<file path="src/sv/tcpc_pkg.sv">
// ----------------------------------------------------------------------------
// tcpc_pkg
// Shared types and constants for the TCP checksum core with IPv4 pseudo-header.
// ----------------------------------------------------------------------------
`timescale 1ns / 1ps
`default_nettype none

package tcpc_pkg;

  // Protocol number of TCP, added as one pseudo-header word.
  localparam logic [15:0] TCP_PROTO = 16'd6;

  // One unit of work handed from the byte front end to the summing back end.
  // Every entry carries one 16-bit word (zero when there is none). The entry
  // that closes a segment also carries the pseudo-header data and status.
  typedef struct packed {
    logic [15:0] word;
    logic        last;
    logic        err;
    logic [15:0] len;
    logic [31:0] src;
    logic [31:0] dst;
  } tcpc_entry_t;

endpackage : tcpc_pkg

`default_nettype wire

</file>
<file path="src/sv/tcpc_front.sv">
// ----------------------------------------------------------------------------
// tcpc_front
// Byte front end: pairs segment bytes into big-endian words, counts bytes,
// samples the addresses on the first byte and emits work entries.
// ----------------------------------------------------------------------------
`timescale 1ns / 1ps
`default_nettype none

module tcpc_front #(
  parameter int MAX_SEGMENT_BYTES = 65535
) (
  input  wire logic                 clk,
  input  wire logic                 rst_n,
  input  wire logic                 accept,
  input  wire logic [7:0]           data_byte,
  input  wire logic                 last_byte,
  input  wire logic [31:0]          source_address,
  input  wire logic [31:0]          target_address,
  output logic                      q_push,
  output tcpc_pkg::tcpc_entry_t     q_entry
);
  import tcpc_pkg::*;

  localparam int CW = $clog2(MAX_SEGMENT_BYTES + 2);
  localparam logic [CW-1:0] MAX_C = CW'(MAX_SEGMENT_BYTES);

  logic          inside_r;
  logic          inside_nxt;
  logic [CW-1:0] cnt_r;
  logic [CW-1:0] cnt_nxt;
  logic [7:0]    held_r;
  logic [7:0]    held_nxt;
  logic [31:0]   src_r;
  logic [31:0]   dst_r;

  logic          first;
  logic [CW-1:0] cnt_cur;
  logic [CW-1:0] cnt_inc;
  logic [7:0]    held_cur;
  logic [31:0]   src_cur;
  logic [31:0]   dst_cur;
  logic          counted;
  logic          word_en;
  logic [15:0]   word;

  // Values seen by this byte; a new segment starts from cleared state.
  assign first    = !inside_r;
  assign cnt_cur  = first ? '0 : cnt_r;
  assign held_cur = first ? 8'h00 : held_r;
  assign src_cur  = first ? source_address : src_r;
  assign dst_cur  = first ? target_address : dst_r;
  assign cnt_inc  = cnt_cur + CW'(1);
  assign counted  = (cnt_cur < MAX_C);

  // Word assembly: an even byte is held as the high half, an odd byte
  // completes the word. A final even byte is padded with a zero low half.
  always_comb begin
    word_en  = 1'b0;
    word     = 16'h0000;
    held_nxt = held_cur;
    cnt_nxt  = MAX_C + CW'(1);
    if (counted) begin
      cnt_nxt = cnt_inc;
      if (!cnt_cur[0]) begin
        held_nxt = data_byte;
        word_en  = last_byte;
        word     = {data_byte, 8'h00};
      end else begin
        word_en = 1'b1;
        word    = {held_cur, data_byte};
      end
    end
  end

  assign inside_nxt = !last_byte;

  // Entry toward the queue.
  always_comb begin
    q_entry.word = word;
    q_entry.last = last_byte;
    q_entry.err  = !counted;
    q_entry.len  = counted ? 16'(cnt_inc) : 16'(MAX_SEGMENT_BYTES);
    q_entry.src  = src_cur;
    q_entry.dst  = dst_cur;
  end

  assign q_push = accept && (word_en || last_byte);

  // Segment control state.
  always_ff @(posedge clk) begin
    if (!rst_n) begin
      inside_r <= 1'b0;
    end else if (accept) begin
      inside_r <= inside_nxt;
    end
  end

  // Counter, held byte and sampled addresses.
  always_ff @(posedge clk) begin
    if (accept) begin
      cnt_r  <= cnt_nxt;
      held_r <= held_nxt;
      src_r  <= src_cur;
      dst_r  <= dst_cur;
    end
  end

endmodule : tcpc_front

`default_nettype wire

</file>
<file path="src/sv/tcpc_queue.sv">
// ----------------------------------------------------------------------------
// tcpc_queue
// Short first-in first-out queue of work entries between front and back end.
// ----------------------------------------------------------------------------
`timescale 1ns / 1ps
`default_nettype none

module tcpc_queue #(
  parameter int DEPTH = 4
) (
  input  wire logic                  clk,
  input  wire logic                  rst_n,
  input  wire logic                  wr_en,
  input  wire tcpc_pkg::tcpc_entry_t wr_entry,
  output logic                       q_full,
  input  wire logic                  rd_en,
  output logic                       rd_valid,
  output tcpc_pkg::tcpc_entry_t      rd_entry
);
  import tcpc_pkg::*;

  localparam int PW = (DEPTH > 1) ? $clog2(DEPTH) : 1;
  localparam int NW = $clog2(DEPTH + 1);

  tcpc_entry_t   slots_r [DEPTH];
  logic [PW-1:0] wr_ptr_r;
  logic [PW-1:0] wr_ptr_nxt;
  logic [PW-1:0] rd_ptr_r;
  logic [PW-1:0] rd_ptr_nxt;
  logic [NW-1:0] cnt_r;
  logic [NW-1:0] cnt_nxt;
  logic          do_wr;
  logic          do_rd;

  assign q_full   = (cnt_r == NW'(DEPTH));
  assign rd_valid = (cnt_r != '0);
  assign rd_entry = slots_r[rd_ptr_r];
  assign do_wr    = wr_en && !q_full;
  assign do_rd    = rd_en && rd_valid;

  // Pointer wrap and occupancy.
  always_comb begin
    wr_ptr_nxt = wr_ptr_r;
    rd_ptr_nxt = rd_ptr_r;
    cnt_nxt    = cnt_r;
    if (do_wr) begin
      wr_ptr_nxt = (wr_ptr_r == PW'(DEPTH - 1)) ? '0 : wr_ptr_r + PW'(1);
    end
    if (do_rd) begin
      rd_ptr_nxt = (rd_ptr_r == PW'(DEPTH - 1)) ? '0 : rd_ptr_r + PW'(1);
    end
    if (do_wr && !do_rd) begin
      cnt_nxt = cnt_r + NW'(1);
    end else if (do_rd && !do_wr) begin
      cnt_nxt = cnt_r - NW'(1);
    end
  end

  always_ff @(posedge clk) begin
    if (!rst_n) begin
      wr_ptr_r <= '0;
      rd_ptr_r <= '0;
      cnt_r    <= '0;
    end else begin
      wr_ptr_r <= wr_ptr_nxt;
      rd_ptr_r <= rd_ptr_nxt;
      cnt_r    <= cnt_nxt;
    end
  end

  // Entry storage.
  always_ff @(posedge clk) begin
    if (do_wr) begin
      slots_r[wr_ptr_r] <= wr_entry;
    end
  end

endmodule : tcpc_queue

`default_nettype wire

</file>
<file path="src/sv/tcpc_back.sv">
// ----------------------------------------------------------------------------
// tcpc_back
// Summing back end: one's complement word accumulator and a short finishing
// pipeline that adds the pseudo-header, folds carries and complements.
// ----------------------------------------------------------------------------
`timescale 1ns / 1ps
`default_nettype none

module tcpc_back (
  input  wire logic                  clk,
  input  wire logic                  rst_n,
  input  wire logic                  q_valid,
  input  wire tcpc_pkg::tcpc_entry_t q_entry,
  output logic                       q_pop,
  input  wire logic                  pop,
  output logic                       empty,
  output logic [15:0]                checksum_value,
  output logic                       too_long,
  output logic [15:0]                segment_length
);
  import tcpc_pkg::*;

  logic        adv;
  logic        take;

  logic [15:0] acc_r;
  logic [15:0] acc_nxt;
  logic [16:0] acc_raw;
  logic [15:0] acc_sum;

  logic        f1_v_r;
  logic [15:0] f1_sum_r;
  logic [17:0] f1_addr_r;
  logic [16:0] f1_lenp_r;
  logic        f1_err_r;
  logic [15:0] f1_len_r;

  logic        f2_v_r;
  logic [19:0] f2_tot_r;
  logic        f2_err_r;
  logic [15:0] f2_len_r;

  logic        out_v_r;
  logic [15:0] out_chk_r;
  logic        out_err_r;
  logic [15:0] out_len_r;

  logic [16:0] fold1;
  logic [15:0] fold2;

  // The whole back end moves when the result register is free or drained.
  assign adv   = !out_v_r || pop;
  assign take  = adv && q_valid;
  assign q_pop = take;

  // End-around-carry add of the incoming word; cleared after a segment.
  assign acc_raw = {1'b0, acc_r} + {1'b0, q_entry.word};
  assign acc_sum = acc_raw[15:0] + {15'd0, acc_raw[16]};
  assign acc_nxt = q_entry.last ? 16'h0000 : acc_sum;

  always_ff @(posedge clk) begin
    if (!rst_n) begin
      acc_r <= 16'h0000;
    end else if (take) begin
      acc_r <= acc_nxt;
    end
  end

  // Stage one: segment sum, address words and length plus protocol.
  always_ff @(posedge clk) begin
    if (!rst_n) begin
      f1_v_r <= 1'b0;
    end else if (adv) begin
      f1_v_r <= take && q_entry.last;
    end
  end

  always_ff @(posedge clk) begin
    if (adv) begin
      f1_sum_r  <= acc_sum;
      f1_addr_r <= 18'(q_entry.src[31:16]) + 18'(q_entry.src[15:0])
                 + 18'(q_entry.dst[31:16]) + 18'(q_entry.dst[15:0]);
      f1_lenp_r <= {1'b0, q_entry.len} + {1'b0, TCP_PROTO};
      f1_err_r  <= q_entry.err;
      f1_len_r  <= q_entry.len;
    end
  end

  // Stage two: plain total of the three partial sums.
  always_ff @(posedge clk) begin
    if (!rst_n) begin
      f2_v_r <= 1'b0;
    end else if (adv) begin
      f2_v_r <= f1_v_r;
    end
  end

  always_ff @(posedge clk) begin
    if (adv) begin
      f2_tot_r <= 20'(f1_sum_r) + 20'(f1_addr_r) + 20'(f1_lenp_r);
      f2_err_r <= f1_err_r;
      f2_len_r <= f1_len_r;
    end
  end

  // Two folds clear every carry of a 20-bit total.
  assign fold1 = {1'b0, f2_tot_r[15:0]} + 17'(f2_tot_r[19:16]);
  assign fold2 = fold1[15:0] + {15'd0, fold1[16]};

  // Result register, shown while valid.
  always_ff @(posedge clk) begin
    if (!rst_n) begin
      out_v_r <= 1'b0;
    end else if (adv) begin
      out_v_r <= f2_v_r;
    end
  end

  always_ff @(posedge clk) begin
    if (adv) begin
      out_chk_r <= f2_err_r ? 16'h0000 : ~fold2;
      out_err_r <= f2_err_r;
      out_len_r <= f2_len_r;
    end
  end

  assign empty          = !out_v_r;
  assign checksum_value = out_chk_r;
  assign too_long       = out_err_r;
  assign segment_length = out_len_r;

endmodule : tcpc_back

`default_nettype wire

</file>
<file path="src/sv/tcp_checksum_with_pseudo_header_core.sv">
// ----------------------------------------------------------------------------
// tcp_checksum_with_pseudo_header_core
// TCP checksum over a byte-serial segment and its IPv4 pseudo-header.
// ----------------------------------------------------------------------------
// The core takes one segment byte per cycle while full is low, and gives one
// result per segment when the byte marked last has gone through. The addresses
// are sampled with the first byte of each segment. A byte that completes a
// word, or closes a segment, is written into a work queue of QUEUE_DEPTH
// entries (four by default) at the clock edge that accepts it; the summing
// back end reads the queue head, whenever it is not halted, into the first of
// its three registered stages (stage one, stage two and the result register),
// and the result reaches the output ports through the later two. The back end
// adds one word per cycle, so the sustained rate is one byte per cycle; it only
// halts while a finished result is not popped, and the queue then absorbs
// bytes until it is full. A segment longer than MAX_SEGMENT_BYTES gives
// too_long with checksum 0 and segment_length at that maximum.
// ----------------------------------------------------------------------------
`timescale 1ns / 1ps
`default_nettype none

module tcp_checksum_with_pseudo_header_core #(
  parameter int MAX_SEGMENT_BYTES = 65535,
  parameter int QUEUE_DEPTH       = 4
) (
  input  wire logic        clk,
  input  wire logic        rst_n,
  input  wire logic        push,
  output logic             full,
  input  wire logic [7:0]  in_data_byte,
  input  wire logic        in_last_byte,
  input  wire logic [31:0] in_source_address,
  input  wire logic [31:0] in_target_address,
  output logic             empty,
  input  wire logic        pop,
  output logic [15:0]      out_checksum_value,
  output logic             out_too_long,
  output logic [15:0]      out_segment_length
);
  import tcpc_pkg::*;

  logic        accept;
  logic        q_push;
  tcpc_entry_t q_wr_entry;
  logic        q_full;
  logic        q_pop;
  logic        q_valid;
  tcpc_entry_t q_rd_entry;

  // Input transfer.
  assign full   = q_full;
  assign accept = push && !q_full;

  tcpc_front #(
    .MAX_SEGMENT_BYTES (MAX_SEGMENT_BYTES)
  ) u_front (
    .clk            (clk),
    .rst_n          (rst_n),
    .accept         (accept),
    .data_byte      (in_data_byte),
    .last_byte      (in_last_byte),
    .source_address (in_source_address),
    .target_address (in_target_address),
    .q_push         (q_push),
    .q_entry        (q_wr_entry)
  );

  tcpc_queue #(
    .DEPTH (QUEUE_DEPTH)
  ) u_queue (
    .clk      (clk),
    .rst_n    (rst_n),
    .wr_en    (q_push),
    .wr_entry (q_wr_entry),
    .q_full   (q_full),
    .rd_en    (q_pop),
    .rd_valid (q_valid),
    .rd_entry (q_rd_entry)
  );

  tcpc_back u_back (
    .clk            (clk),
    .rst_n          (rst_n),
    .q_valid        (q_valid),
    .q_entry        (q_rd_entry),
    .q_pop          (q_pop),
    .pop            (pop),
    .empty          (empty),
    .checksum_value (out_checksum_value),
    .too_long       (out_too_long),
    .segment_length (out_segment_length)
  );

endmodule : tcp_checksum_with_pseudo_header_core

`default_nettype wire

</file>
<file path="config.mk">
export PLATFORM = sky130hd
export DESIGN_NAME = tcp_checksum_with_pseudo_header_core
export DESIGN_NICKNAME = d
export VERILOG_FILES = /design/src/sv/tcpc_pkg.sv /design/src/sv/tcpc_front.sv /design/src/sv/tcpc_queue.sv /design/src/sv/tcpc_back.sv /design/src/sv/tcp_checksum_with_pseudo_header_core.sv
export SDC_FILE = /design/constraint.sdc
export NUM_CORES = 1
export LEC_CHECK = 0
export BUFFER_PORTS_ARGS = -buffer_cell sky130_fd_sc_hd__buf_2
export CORE_MARGIN = 3
export CORE_UTILIZATION = 44
export DETAILED_ROUTE_END_ITERATION = 12
export PLACE_DENSITY_LB_ADDON = 0.25
export SYNTH_ARGS = -nofsm -noshare
export SYNTH_HDL_FRONTEND = slang
export SYNTH_HIERARCHICAL = 1
export SYNTH_SLANG_ARGS = --single-unit
</file>
<file path="constraint.sdc">
create_clock -name clk -period 11.9 [get_ports clk]
set_input_delay 0.595 -clock clk [delete_from_list [all_inputs] [get_ports clk]]
set_output_delay 0.595 -clock clk [all_outputs]
set_load 0.05 [all_outputs]
</file>
==> flow_summary.yaml <==
die:
  die_y_um: 260.5
  num_rows: 92
  die_x_um: 260.5
  core_area_um2: 63540
  start_util_pct: 44.85
  top_level_ports: 112
  die_area_um2: 67850
power_and_ir_drop:
  p_per_area_nw_per_um2: 297.3
  ir_drop_mv: 0.1393
  p_int_uw: 6222
  power_frac_clock_pct: 22.4
  share_comb_of_total_power_pct: 41.5
  p_seq_share_pct: 36.1
  leakagePower_uw: 0.01126
  swShare_pct: 35.19
  switching_power_uw: 3379
  total_power_uw: 9600
sta:
  tns_ns: 0
  finalSetupViolCount: 0
  setup_slack_ns: 6.063
  hold_viol_final: 0
  min_period_ns: 5.837
  slew_viol_final: 0
  skew_ns: 0.02128
  max_freq_mhz: 171.3
  worstMarginPinSlew_ns: 1.061
  rsz0062_at_grt: "no"
  timing.final.crit_share_pct: 49.05
  slew_headroom_pct: 28.99
placement:
  place_inst: 2608
  post-dp-hpwl_mm: 36.06
  dp_slack_ns: 6.039
  portBuffers: 111
  gp_congestion: 0.7801
yosys:
  netlist_area_um2: 28500
  async_flop_share_pct: 0
  syn_nets: 1881
  synth_ff_type: "edfxtp_1"
  synth_warnings: 6
  ys_seq_elements: 647
  yosys.cell_types.count: 81
  netlist_instances: 1684
  synth_edf_count: 618
  syn_avg_cell_area_um2: 16.92
  ys_seq_area_share_pct: 67.16
worst_setup_path:
  crit_path_start_kind: "flip-flop"
  cpMaxStageDelayCell: "dfxtp_4"
  cp.required_ns: 12.25
  cpLargestDelayFamily: "compound AO/OA/AOI/OAI gates"
  critPathBufInv: 1
  crit_chain: "buf_4 > mux4_2 > fa_1 > fa_1 > ha_1 > a21o_1 > a21o_1 > a21oi_1 > o21a_1 > o21ai_0 > o41ai_1 > o2111ai_1 > a21oi_1 > xnor2_1"
  path_class: "reg -> reg"
  endpoint_kind: "flip-flop"
  max_stage_delay_ns: 0.86
  worstPathArrival_ns: 6.19
  cp_max_fo: 39
run_status:
  outcome: "finished, final reports clean"
finish:
  diodes: 0
  drive_above_1_share_pct: 22.73
  seqCellArea_um2: 19150
  multi_input_area_um2: 8939
  fin_util_pct: 50.82
  num-fill-cells: 5280
  fin_cells: 2738
  synthToLayoutAreaGrowth_pct: 13.31
  nNetsFinal: 2033
detailed_routing:
  ant_nets: 0
  drc_errors: 0
  vias: 14670
  drt_wl_total_mm: 54.61
  first_pass_iters: 5
  initialDrtViolationCount: 923
  vias_per_cell: 5.359
  routedWlPerCell_um: 19.94
global_routing:
  grt_max_degree: 86
  grt_use_total_pct: 16.39
  grt_pass1_wl_mm: 85.73
  grt_pass1_vias: 15150
  grt-ovfl-total: 0
  grt_antenna_before_repair: 1
clocking:
  numCtsBuffers: 72
  cts_root_buf: "clkbuf_16"
  cts-hold-fix-buffers: 0
  cts_tree: "yes"
  post_cts_resized: 0
  cts_max_level: 3
  clk_pin_slew_ns: 0.06
  postCtsSetupRepairBufs: 0
  cts_buffer_depth: 3
  clkLatencyLatePin_ns: 0.61
  cts.sinks: 647
run:
  max-cap-violations: 0
hold_path:
  worstHoldPathType: "in -> reg"
[registers in the layout, indices dropped and copies added, names as in the netlist, 17 cells and up, named ones only]
register / cells
u_back/f1_addr_r: 18
u_back/f1_lenp_r: 17
u_back/f2_tot_r: 20
u_front/cnt_r: 17
u_front/dst_r: 32
u_front/src_r: 32
u_queue/slots_r: 392
[path summary, 6_finish.rpt]
check                                   to  cells after the start  slack [ns]                from
setup / recovery      u_back/f1_addr_r[16]                     14        6.06           flip-flop
hold / removal      u_queue/slots_r[3][81]                      1        0.28        in_last_byte
setup reg to reg      u_back/f1_addr_r[16]                     14        6.06           flip-flop
hold reg to reg   u_back/segment_length[8]                      0        0.41  u_back/f2_len_r[8]
[cell families (layout without fill, tap and decap cells)]
family	count (synthesis)	after routing	share of synthesized area, %
AO/OA/AOI/OAI	208	208	4.948
flip-flops	647	647	67.16
multiplexers	177	177	10.85
AND/OR/NAND/NOR	335	335	5.980
buffers and inverters	91	299	1.506
XOR/XNOR	106	106	3.311
adder cells (fa/ha/maj)	120	120	6.244
[power by group through the flow]
stage	Clock (uW)	Sequential, uW	Combinational (uW)
2_1_floorplan	0	3580	2980
3_3_place_gp	0	3510	3920
3_5_place_dp	0	3520	3990
4_1_cts	2210	3470	4020
5_1_grt	2300	3510	4470
6_report	2150	3460	3980
[placed cells by master, fill, tap and decap left out, types with 6 or more instances in the layout]
cell type	netlist	layout
nor2_1	79	79
buf_2	11	111
inv_1	43	42
nand2_1	85	85
buf_4	2	13
nand4_1	10	10
o21bai_1	9	9
a21oi_1	59	59
clkinv_1	1	16
xnor2_1	71	71
dfxtp_1	29	26
ha_1	83	83
mux4_2	98	98
a31oi_1	7	7
clkbuf_16	0	73
o31ai_1	6	6
clkinv_2	0	10
nor2b_1	24	24
fa_1	37	37
o21ai_0	32	32
a22oi_1	13	13
nand2b_1	12	12
edfxtp_1	618	618
nand3_1	33	33
o21a_1	20	20
xor2_1	33	33
a21o_1	16	16
clkbuf_1	23	18
bufinv_16	0	7
and3_1	12	12
nor4_1	6	6
and2_1	20	16
or3_1	9	9
mux2_2	75	75
nor3_1	18	18
[cell type report]
class	instances	area share, %
repair buffers	124	2.023
clock buffers	91	5.867
multi-input cells	946	27.68
inverters	45	0.5541
well taps	846	3.278
clock inverters	39	1.287
flip-flops and latches	647	59.31
[layer usage]
metal	wire [um]	vias up	global-route usage (%)
li1	-	6872	-
met1	23640	7412	21.56
met2	27750	309	28.26
met3	2102	81	2.853
met4	1117	0	4.336
met5	0	-	0
[Yosys cell counts, types with 12 or more instances]
| cell type | instances | area, um2 |
|---|---|---|
| nand2_1 | 85 | 319.1 |
| nand3_1 | 33 | 165.2 |
| clkbuf_1 | 23 | 86.33 |
| mux4_2 | 98 | 2207 |
| a21o_1 | 16 | 120.1 |
| xor2_1 | 33 | 289.0 |
| and2_1 | 20 | 125.1 |
| nor2b_1 | 24 | 150.1 |
| ha_1 | 83 | 1039 |
| edfxtp_1 | 618 | 18560 |
| nor2_1 | 79 | 296.5 |
| o21ai_0 | 32 | 160.2 |
| a22oi_1 | 13 | 97.59 |
| inv_1 | 43 | 161.4 |
| mux2_2 | 75 | 844.6 |
| a21oi_1 | 59 | 295.3 |
| fa_1 | 37 | 740.7 |
| nand2b_1 | 12 | 75.07 |
| o21a_1 | 20 | 150.1 |
| xnor2_1 | 71 | 621.9 |
| dfxtp_1 | 29 | 580.6 |
| and3_1 | 12 | 75.07 |
| nor3_1 | 18 | 90.09 |
[through the flow]
step	cell area (um2)	hold slack (ns)
global placement	29980	0.4043
CTS	32290	0.2445
detailed placement	29980	0.4052
finish	32290	0.2824
floorplan	28500	0.4003
global route	32290	0.2592
No activity file was read; power rests on OpenSTA's default activity.
